--- config.mk ---
export PLATFORM = sky130hd
export DESIGN_NAME = wsp_queue
export DESIGN_NICKNAME = d
export VERILOG_FILES = /design/src/rtl/core/wsp_pkg.sv /design/src/rtl/core/wsp_queue.sv
export SDC_FILE = /design/constraint.sdc
export NUM_CORES = 1
export LEC_CHECK = 0
export BUFFER_PORTS_ARGS = -buffer_cell sky130_fd_sc_hd__buf_2
export CAP_MARGIN = 20
export CORE_MARGIN = 8
export CORE_UTILIZATION = 55
export DETAILED_ROUTE_END_ITERATION = 6
export PLACE_DENSITY = 0.91
export SLEW_MARGIN = 15
export SYNTH_ARGS = -nofsm -noshare
export SYNTH_HDL_FRONTEND = slang
export SYNTH_SLANG_ARGS = --single-unit
--- constraint.sdc ---
create_clock -name clk -period 13.69 [get_ports clk]
set_clock_uncertainty 0.2 [all_clocks]
set_input_delay 0 -clock clk [delete_from_list [all_inputs] [get_ports clk]]
set_output_delay 0 -clock clk [all_outputs]
set_load 0.02 [all_outputs]
--- src/rtl/core/wsp_pkg.sv ---
`timescale 1ns / 1ps
`default_nettype none
package wsp_pkg;

  localparam int CfgIdxW  = 3;
  localparam int CfgDataW = 64;
  localparam int SizeW    = 14;
  localparam int ClipW    = 58;
  localparam int ScaleW   = SizeW + 15;
  localparam int HalfW    = ClipW / 2;
  localparam int ProdW    = ClipW + ScaleW;
  localparam int QuotW    = 41;
  localparam int RemW     = ClipW;
  localparam int DivSteps = QuotW;
  localparam int PixW     = 44;

  localparam logic [CfgIdxW-1:0] REG_ROW0_01 = 3'd0;
  localparam logic [CfgIdxW-1:0] REG_ROW0_23 = 3'd1;
  localparam logic [CfgIdxW-1:0] REG_ROW1_01 = 3'd2;
  localparam logic [CfgIdxW-1:0] REG_ROW1_23 = 3'd3;
  localparam logic [CfgIdxW-1:0] REG_ROW3_01 = 3'd4;
  localparam logic [CfgIdxW-1:0] REG_ROW3_23 = 3'd5;
  localparam logic [CfgIdxW-1:0] REG_WIDTH   = 3'd6;
  localparam logic [CfgIdxW-1:0] REG_HEIGHT  = 3'd7;

  localparam logic [SizeW-1:0] WIDTH_RESET  = 14'd1920;
  localparam logic [SizeW-1:0] HEIGHT_RESET = 14'd1080;

  // 0.001 in Q.24, rounded up.
  localparam logic signed [ClipW-1:0] VIS_MIN = 58'sd16778;
  localparam logic [QuotW-1:0] OFFSET_CAP = 41'h100_0000_0000;

  typedef struct packed {
    logic signed [31:0] point_x;
    logic signed [31:0] point_y;
    logic signed [31:0] point_z;
  } point_t;

  typedef struct packed {
    logic               visible;
    logic signed [31:0] screen_x;
    logic signed [31:0] screen_y;
  } result_t;

  typedef struct packed {
    logic [5:0][CfgDataW-1:0] coef_reg;
    logic [SizeW-1:0]         width;
    logic [SizeW-1:0]         height;
  } cfg_t;

  typedef struct packed {
    logic             visible;
    logic             neg_x;
    logic [ClipW-1:0] mag_x;
    logic             neg_y;
    logic [ClipW-1:0] mag_y;
    logic [ClipW-1:0] w;
  } front_item_t;

  typedef struct packed {
    logic             visible;
    logic             neg_x;
    logic             neg_y;
    logic             ovf_x;
    logic             ovf_y;
    logic [ClipW-1:0] w;
    logic [RemW-1:0]  rem_x;
    logic [QuotW-1:0] sh_x;
    logic [RemW-1:0]  rem_y;
    logic [QuotW-1:0] sh_y;
  } div_t;

  // One restoring step: bring down the next dividend bit, shift in a quotient bit.
  function automatic div_t div_step(input div_t d);
    div_t             n;
    logic [RemW:0]    tx;
    logic [RemW:0]    ty;
    n  = d;
    tx = {d.rem_x, d.sh_x[QuotW-1]};
    ty = {d.rem_y, d.sh_y[QuotW-1]};
    if (tx >= {1'b0, d.w}) begin
      tx = tx - {1'b0, d.w};
      n.sh_x = {d.sh_x[QuotW-2:0], 1'b1};
    end else begin
      n.sh_x = {d.sh_x[QuotW-2:0], 1'b0};
    end
    if (ty >= {1'b0, d.w}) begin
      ty = ty - {1'b0, d.w};
      n.sh_y = {d.sh_y[QuotW-2:0], 1'b1};
    end else begin
      n.sh_y = {d.sh_y[QuotW-2:0], 1'b0};
    end
    n.rem_x = tx[RemW-1:0];
    n.rem_y = ty[RemW-1:0];
    return n;
  endfunction

  function automatic logic signed [31:0] sat32(input logic signed [PixW-1:0] v);
    if (v > $signed(PixW'(32'h7FFF_FFFF))) begin
      return 32'sh7FFF_FFFF;
    end else if (v < -$signed(PixW'(33'h0_8000_0000))) begin
      return 32'sh8000_0000;
    end else begin
      return v[31:0];
    end
  endfunction

endpackage
`default_nettype wire

--- src/rtl/core/wsp_queue.sv ---
`timescale 1ns / 1ps
`default_nettype none
module wsp_queue import wsp_pkg::*; (
  input  wire logic        clk,
  input  wire logic        rst,
  input  wire front_item_t wr_item,
  input  wire logic        wr_en,
  output logic             wr_ready,
  output front_item_t      rd_item,
  output logic             rd_valid,
  input  wire logic        rd_en
);

  front_item_t mem [2];
  logic       wr_ptr, rd_ptr;
  logic [1:0] count;
  logic       do_wr, do_rd;

  assign wr_ready = count != 2'd2;
  assign rd_valid = count != 2'd0;
  assign do_wr    = wr_en && wr_ready;
  assign do_rd    = rd_en && rd_valid;
  assign rd_item  = mem[rd_ptr];

  always_ff @(posedge clk) begin
    if (rst) begin
      wr_ptr <= 1'b0;
      rd_ptr <= 1'b0;
      count  <= 2'd0;
    end else begin
      if (do_wr) wr_ptr <= !wr_ptr;
      if (do_rd) rd_ptr <= !rd_ptr;
      count <= count + 2'(do_wr) - 2'(do_rd);
    end
  end

  always_ff @(posedge clk) begin
    if (do_wr) mem[wr_ptr] <= wr_item;
  end

endmodule
`default_nettype wire

==> results of run 1 <==
==> stage by stage <==
stage,total power [mW],cell area (µm²),hold WS [ns]
3_5_place_dp,2.12,15600,-0.00924
2_1_floorplan,1.93,13500,-0.131
6_report,3.11,18500,0.0267
4_1_cts,3.11,18500,0.00548
5_1_grt,3.22,18500,0.0152
3_3_place_gp,2.10,15600,-0.0132
==> what timing repair did <==
| action | CTS | global route |
|---|---|---|
| endpoints found under the hold margin | 379 | 0 |
| setup buffers | 0 | 0 |
| hold buffers | 181 | 0 |
==> critical path, cell delays in order (launching register included) <==
cell,delay (ns)
dfxtp_4,0.66
buf_4,0.75
buf_4,0.73
mux2_4,0.36
buf_2,0.16
==> power by group through the flow <==
stage / Combinational (mW) / Clock (mW) / Sequential [mW]
finish: 0.773 / 0.958 / 1.38
global route: 0.809 / 1.02 / 1.39
CTS: 0.768 / 0.962 / 1.38
detailed placement: 0.721 / 0 / 1.40
global placement: 0.707 / 0 / 1.39
floorplan: 0.535 / 0 / 1.39
==> placed cells by master (no fill, tap or decap) <==
| cell | n |
|---|---|
| mux2_2 | 57 |
| clkinv_1 | 5 |
| dlygate4sd3_1 | 181 |
| nor4_1 | 1 |
| nor4bb_1 | 1 |
| nand2b_1 | 1 |
| bufinv_16 | 4 |
| clkbuf_16 | 37 |
| xor2_1 | 1 |
| mux2_4 | 120 |
| o21ai_0 | 2 |
| a21bo_2 | 1 |
| inv_6 | 2 |
| clkbuf_1 | 9 |
| o31a_1 | 1 |
| o21ba_2 | 1 |
| nor2_1 | 4 |
| nor2b_1 | 1 |
| and3_1 | 1 |
| buf_2 | 359 |
| edfxtp_1 | 354 |
| ha_1 | 1 |
| diode_2 | 3 |
| dfxtp_4 | 1 |
| a21oi_1 | 1 |
| buf_4 | 6 |
| nor2b_2 | 1 |
| and3_4 | 1 |
| clkinv_2 | 6 |
| or2_2 | 1 |
| dfxtp_1 | 4 |
| nand3_1 | 1 |
| nor3_1 | 1 |
| nand3b_1 | 1 |
==> final cells by class <==
| type | count | area, µm² |
|---|---|---|
| Antenna cell | 3 | 7.51 |
| Clock buffer | 46 | 960 |
| Clock inverter | 16 | 178 |
| Fill cell | 1291 | 5700 |
| Inverter | 1 | 8.76 |
| Multi-Input combinational cell | 200 | 2600 |
| Sequential cell | 359 | 10700 |
| Tap cell | 324 | 405 |
| Timing Repair Buffer | 546 | 3650 |
==> kinds of logic after synthesis <==
group	count (synthesis)	synth area share
muxes	177	0.181
xor gates and xnor gates	1	0.000647
buffers and inverters	21	0.0151
AOI/OAI and AO/OA	6	0.00324
adders and majority gates	1	0.000924
DFF	359	0.793
and+or+nand+nor	15	0.00657
==> final timing paths <==
check,to,start,depth (start not counted)
worst max-delay path,rd_item[104],flop,4
worst min-delay path,mem[0][32],wr_item[32],2
worst max register to register,mem[0][100],count[0],4
worst min register to register,rd_ptr,rd_ptr,2
==> routing by layer <==
metal  vias up  global-route usage
met5         -                   0
met4         0              0.0808
met3        68              0.0553
met2       374               0.419
met1      3905               0.234
li1       3447                   -
==> sequential cells by signal (all words and copies together), names as in the netlist, named ones only <==
register  cells
count         2
mem         354
rd_ptr        1
wr_ptr        1
==> flow_summary_export.csv, run 1 <==
group,metric,value,unit
cts,clk_path_buf_depth,3,
placement,dp_hpwl,19900,µm
synth,syn_inst,580,
synth,synth_area,0.0135,mm²
cts,post_cts_resized,0,
drt,first_pass_iters,4,
synth,synth_fp_nets,762,
synth,synth.top_cell.area_share,0.786,
worst_setup_path,arrival,3.25,ns
job,drv_cap,0,
timing,relSlewSlack,0.284,
synth,synth_edf_count,354,
drt,drc,0,
drt,drt-total-wl,34200,µm
cts,insertion_delay,0.50,ns
worst_setup_path,rrSetupSlack,10.48,ns
cts,cts_buffers,36,
timing,finalHoldViolations,0,
grt,grt_pass1_vias,8780,
pwr,seqPwrFrac,0.444,
timing,fmaxAchievable,290,MHz
floorplan,start_util,0.558,
synth,synth_top_area_cell,"edfxtp_1",
synth,ys_async_sr_fraction,0,
synth,synth.distinct_cells,25,
worst_setup_path,worstPathMaxFanout,47,
floorplan,die_h,173,µm
synth,synth_common_cells,"edfxtp_1 (354), mux2_4 (120), mux2_2 (57), buf_6 (16), dfxtp_1 (5)",
grt,antenna_found_initial,3,
finish,layout.cells.non_filler,1495,
finish,final_nets,1326,
worst_setup_path,critical_path_class,"flop to primary output",
finish,utilization,0.765,
worst_setup_path,startpoint_type,"flop",
grt,grt_usage,0.222,
pwr,internal-power,2.25,mW
worst_setup_path,worstPathRequired,13.49,ns
cts,clockRootBuffer,"clkbuf_16",
pwr,vdd_drop_max,0.179,mV
floorplan,die_area,0.0299,mm²
placement,place_ws,10.54,ns
synth,ys_top_cells_by_area,"edfxtp_1 (79%), mux2_4 (13%), mux2_2 (4.7%)",
synth,synth_seq_area_share,0.793,
drt,ant_nets,0,
timing,worstMarginPinSlew,1.07,ns
floorplan,rows,57,
cts,cts_tree,"yes",
floorplan,dieWidth,173,µm
timing,setup_tns,0,ns
synth,yosys_register_bits,359,
drt,viasPerCell,5.21,
timing,period_share,0.252,
worst_setup_path,crit_path_end_kind,"primary output",
timing,setup_slack,10.24,ns
worst_hold_path,hold_class,"input pin to flop",
cts,cts_sinks,359,
drt,vias,7794,
drt,route.met2.wl,18700,µm
pwr,p_leak,7.24,nW
floorplan,io_pins,360,
cts,htreeDepth,2,
timing,slew_violations,0,
synth,synth_ff_type,"edfxtp_1",
synth,synth_most_common_cell,"edfxtp_1",
finish,areaGrowthSynthToFinish,37.1,%
grt,overflow,0,
drt,drt_iter0_drc,593,
drt,wl_met3,2420,µm
drt,top_layer,"met4",
run_status,status,"completed",
timing,setup_viol,0,
placement,portBuffers,359,
grt,grt_pass1_wl,51500,µm
timing,fin_crit,3.45,ns
cts,cts.clk_slew.worst_paths,0.06,ns
placement,place_congestion,0.812,
pwr,power_density,168,mW/mm²
finish,drive_gt1_frac,0.511,
synth,synth.avg_cell_area,23.3,µm²
pwr,power.clock.fraction,0.308,
pwr,combPwrFrac,0.248,
drt,avgRoutedWirePerCell,22.9,µm
timing,grt_setup_unrepaired,"false",
grt,grt_max_degree,100,
pwr,swShare,0.277,
placement,place_inst,1249,
floorplan,core,0.0242,mm²
drt,wl_met1,12100,µm
pwr,p_sw,862,µW
synth,yosys_warnings,0,
Note: power is estimated with default switching activity, not from simulation.
==> run 2: changes to the inputs <==
Settings changed: CORE_UTILIZATION 55 to 47, PLACE_DENSITY 0.91 to 0.83.
Clock period 13.69 ns to 2.8 ns, I/O delays scaled along.
==> flow_summary_export.csv, run 2 (synthesized netlist as in run 1, its figures left out) <==
group,metric,value,unit
finish,design_area,0.0187,mm²
timing,period_share,0.833,
pwr,power_density,800,mW/mm²
floorplan,dieWidth,186,µm
placement,place_area,0.0158,mm²
floorplan,die_h,186,µm
cts,cts_buffers,36,
finish,largest_register_ffs,354,
cts,post_cts_resized,0,
timing,fmaxAchievable,429,MHz
cts,cts-hold-fix-buffers,183,
timing,timing.hold.ws,0.0219,ns
cts,post_cts_buffers,0,
timing,finalHoldViolations,0,
finish,regMostFlops,"mem",
cts,clockRootBuffer,"clkbuf_16",
cts,clk_path_buf_depth,3,
floorplan,io_pins,360,
grt,antenna_found_initial,4,
finish,utilization,0.656,
placement,portBuffers,359,
drt,drt-total-wl,32700,µm
drt,avgRoutedWirePerCell,20.9,µm
cts,insertion_delay,0.50,ns
finish,reg_top3,"mem: 354 flops, count: 2 flops",
worst_setup_path,critical_path_class,"flop to primary output",
run_status,status,"completed",
finish,final_nets,1335,
timing,setup_viol,0,
worst_setup_path,worstPathRequired,2.60,ns
worst_hold_path,hold_class,"input pin to flop",
pwr,p_leak,7.26,nW
floorplan,core,0.0285,mm²
drt,drt_iter0_drc,387,
timing,fin_crit,2.33,ns
worst_setup_path,arrival,2.13,ns
floorplan,rows,62,
cts,htreeDepth,2,
floorplan,start_util,0.474,
grt,grt_usage,0.182,
placement,dp_hpwl,19300,µm
drt,viasPerCell,4.87,
floorplan,die_area,0.0345,mm²
finish,drive_gt1_frac,0.511,
drt,first_pass_iters,4,
cts,cts_tree,"yes",
timing,relSlewSlack,0.630,
cts,cts.clk_slew.worst_paths,0.06,ns
grt,overflow,0,
pwr,vdd_drop_max,0.549,mV
grt,grt_pass1_wl,47700,µm
timing,grt_setup_unrepaired,"false",
cts,cts_sinks,359,
finish,final_common_cell,"buf_2",
worst_setup_path,worstPathMaxFanout,51,
grt,grt_pass1_vias,8467,
timing,slew_violations,0,
grt,grt_max_degree,90,
drt,vias,7610,
timing,worstMarginPinSlew,0.555,ns
placement,place_congestion,0.742,
finish,final_cell_mix,"buf_2 (359), edfxtp_1 (354), dlygate4sd3_1 (183)",
drt,drc,0,
worst_setup_path,crit_path_end_kind,"primary output",
finish,areaGrowthSynthToFinish,38.4,%
job,drv_cap,0,
drt,ant_nets,0,
worst_setup_path,startpoint_type,"flop",
[run 2: cell types whose count changed in the layout (fill, tap and decap cells not counted), sizes merged]
cell         previous run  this run
clkinv                 11        10
clkbuf                 46        49
bufinv                  4         1
inv                     2         0
dlygate4sd3           181       183
diode                   3         4
buf                   365       372
clkinvlp                0         2
[run 2: critical path, cell delays in order (launching register included)]
cell,delay [ns]
dfxtp_4,0.65
buf_12,0.34
mux2_2,0.39
buf_2,0.17
[run 2: cell type report]
| type | instances | area [µm²] |
|---|---|---|
| sequential | 359 | 10700 |
| fill | 1861 | 9820 |
| timing repair buffer | 555 | 3830 |
| multi-input combinational | 200 | 2610 |
| clock buffer | 49 | 981 |
| tap | 384 | 480 |
| clock inverter | 12 | 77.6 |
| antenna | 4 | 10.0 |
| inverter | 1 | 7.51 |
[run 2: path summary, 6_finish.rpt]
kind	start	endpoint	slack [ns]	cells after the start
worst max-delay path	flop	rd_item[27]	0.47	3
worst min-delay path	wr_item[154]	mem[0][154]	0.02	2
worst max register to register	count[0]	mem[0][140]	0.97	4
worst min register to register	rd_ptr	rd_ptr	0.32	2
[run 2: per-stage QoR]
stage	setup WS, ns	TNS, ns	cells	power (mW)
global placement	0.999	0	1316	10.4
CTS	0.446	0	1560	15.0
finish	0.468	0	1564	15.0
detailed placement	0.966	0	1316	10.5
global route	0.368	0	1564	15.5
floorplan	-1.09	-293.04	580	9.40
[run 2: report_power, final]
| part | leakage [nW] | internal [mW] | total (mW) | switching (mW) |
|---|---|---|---|---|
| Clock | 0.511 | 2.53 | 4.39 | 1.86 |
| Sequential | 3.35 | 6.53 | 6.73 | 0.200 |
| Combinational | 3.40 | 1.75 | 3.87 | 2.12 |
| Total | 7.26 | 10.8 | 15.0 | 4.17 |
[run 2: metal layers]
layer  routed length [µm]  up-vias  GRT usage  share of wire
met5                    0        -          0              0
met4                 1110        0     0.0692          0.034
met3                 2390       76     0.0502          0.073
met2                17400      327      0.335           0.53
met1                11800     3744      0.195           0.36
li1                     -     3463          -              -
==> run 3: changes to the inputs <==
Clock period 2.8 ns to 1.9 ns, I/O delays scaled along.
==> flow_summary_export.csv, run 3 (synthesized netlist as in run 1, its figures left out) <==
group,metric,value,unit
pwr,total_power,25.2,mW
floorplan,start_util,0.474,
cts,insertion_delay,0.50,ns
worst_setup_path,crit_path_end_kind,"primary output",
timing,timing.hold.ws,0.0149,ns
finish,final_common_cell,"edfxtp_1",
grt,overflow,0,
cts,htreeDepth,2,
worst_hold_path,hold_class,"input pin to flop",
timing,setup_slack,-0.112,ns
finish,largest_register_ffs,354,
pwr,vdd_drop_max,1.01,mV
timing,fin_crit,2.01,ns
finish,regMostFlops,"mem",
cts,clockRootBuffer,"clkbuf_16",
grt,grt_usage,0.210,
placement,portBuffers,359,
worst_setup_path,rrSetupSlack,0.17,ns
grt,grt_max_degree,67,
timing,worstMarginPinSlew,0.390,ns
finish,regArea,0.0107,mm²
timing,relSlewSlack,0.736,
placement,dp_hpwl,20500,µm
drt,drt-total-wl,38800,µm
timing,setup_viol,147,
floorplan,die_h,186,µm
cts,clk_path_buf_depth,3,
floorplan,io_pins,360,
cts,cts_buffers,38,
drt,vias,8256,
drt,ant_nets,0,
worst_setup_path,arrival,1.81,ns
drt,drc,0,
drt,drt_iter0_drc,381,
finish,utilization,0.728,
timing,finalHoldViolations,0,
floorplan,rows,62,
drt,viasPerCell,5.03,
finish,final_cell_mix,"edfxtp_1 (354), buf_2 (249), dlygate4sd3_1 (217)",
finish,reg_top3,"mem: 354 flops, count: 2 flops",
worst_setup_path,worstPathMaxFanout,13,
pwr,p_leak,8.19,nW
worst_setup_path,worstPathRequired,1.70,ns
finish,areaGrowthSynthToFinish,53.5,%
timing,fmaxAchievable,497,MHz
floorplan,dieWidth,186,µm
timing,grt_setup_unrepaired,"true",
placement,place_congestion,0.754,
worst_setup_path,startpoint_type,"flop",
pwr,power_density,1210,mW/mm²
finish,final_nets,1410,
drt,first_pass_iters,6,
finish,fillCellCount,1612,
floorplan,core,0.0285,mm²
cts,cts_tree,"yes",
cts,cts.clk_slew.worst_paths,0.06,ns
grt,antenna_found_initial,0,
floorplan,die_area,0.0345,mm²
job,drv_cap,0,
worst_setup_path,critical_path_class,"flop to primary output",
grt,grt_pass1_vias,9235,
run_status,status,"complete, but fails checks",
finish,multi_input_area,0.00274,mm²
drt,avgRoutedWirePerCell,23.6,µm
timing,slew_violations,0,
cts,cts_sinks,359,
grt,grt_pass1_wl,54300,µm
finish,drive_gt1_frac,0.522,
run_status,violations,"setup timing",
timing,period_share,1.06,
finish,insertedDiodeCount,0,
[run 3: changes by cell type in the layout (fill, tap and decap cells not counted), moves of 4 or more]
cell,delta
buf_2,-110
buf_6,+100
mux2_2,-35
mux2_4,+35
dlygate4sd3_1,+34
buf_4,+22
buf_12,+14
buf_16,+8
clkbuf_16,+7
clkbuf_1,-6
diode_2,-4
[run 3: routing by layer]
metal | vias up | GRT usage | routed length [µm]
met3 | 81 | 0.0494 | 2780
li1 | 3629 | - | -
met4 | 0 | 0.0737 | 1150
met2 | 427 | 0.398 | 21300
met1 | 4119 | 0.226 | 13600
met5 | - | 0 | 0
[run 3: worst paths after layout]
| kind | start | to | depth (start not counted) |
|---|---|---|---|
| setup / recovery | flop | rd_item[122] | 5 |
| hold / removal | wr_item[50] | mem[0][50] | 2 |
| setup reg to reg | count[1] | flop | 4 |
| hold reg to reg | rd_ptr | rd_ptr | 2 |
[run 3: through the flow]
stage | TNS [ns] | instance area, µm² | cells | worst slack [ns]
2_1_floorplan | -611.64 | 13500 | 580 | -1.99
3_3_place_gp | 0 | 16000 | 1328 | 0.205
3_5_place_dp | 0 | 16000 | 1328 | 0.189
4_1_cts | -14.81 | 20500 | 1637 | -0.152
5_1_grt | -15.81 | 20800 | 1642 | -0.157
6_report | -8.82 | 20800 | 1642 | -0.112
[run 3: critical path: stages (launching register included)]
cell and delay [ns]:
dfxtp_4 0.40, buf_12 0.12, buf_16 0.13, buf_12 0.17, mux2_4 0.31, buf_2 0.16
[run 3: layout make-up]
class / count / area share
clock buffers: 48 / 0.0516
clock inverters: 22 / 0.0109
inverters: 1 / 0.000361
multi-input cells: 200 / 0.132
flip-flops and latches: 359 / 0.517
well taps: 384 / 0.0231
repair buffers: 628 / 0.265
[run 3: report_power, final]
group	internal (mW)	switching [mW]	total [mW]
Sequential	9.62	0.272	9.89
Combinational	4.07	3.74	7.81
Clock	4.57	2.96	7.54
Total	18.3	6.97	25.2
[run 3: repair_timing]
action,4_1_cts,5_1_grt
cloned,8,5
resized for setup,205,67
hold buffers,216,1
setup endpoints to repair,143,177
hold endpoints to repair,359,2
buffers inserted,15,3
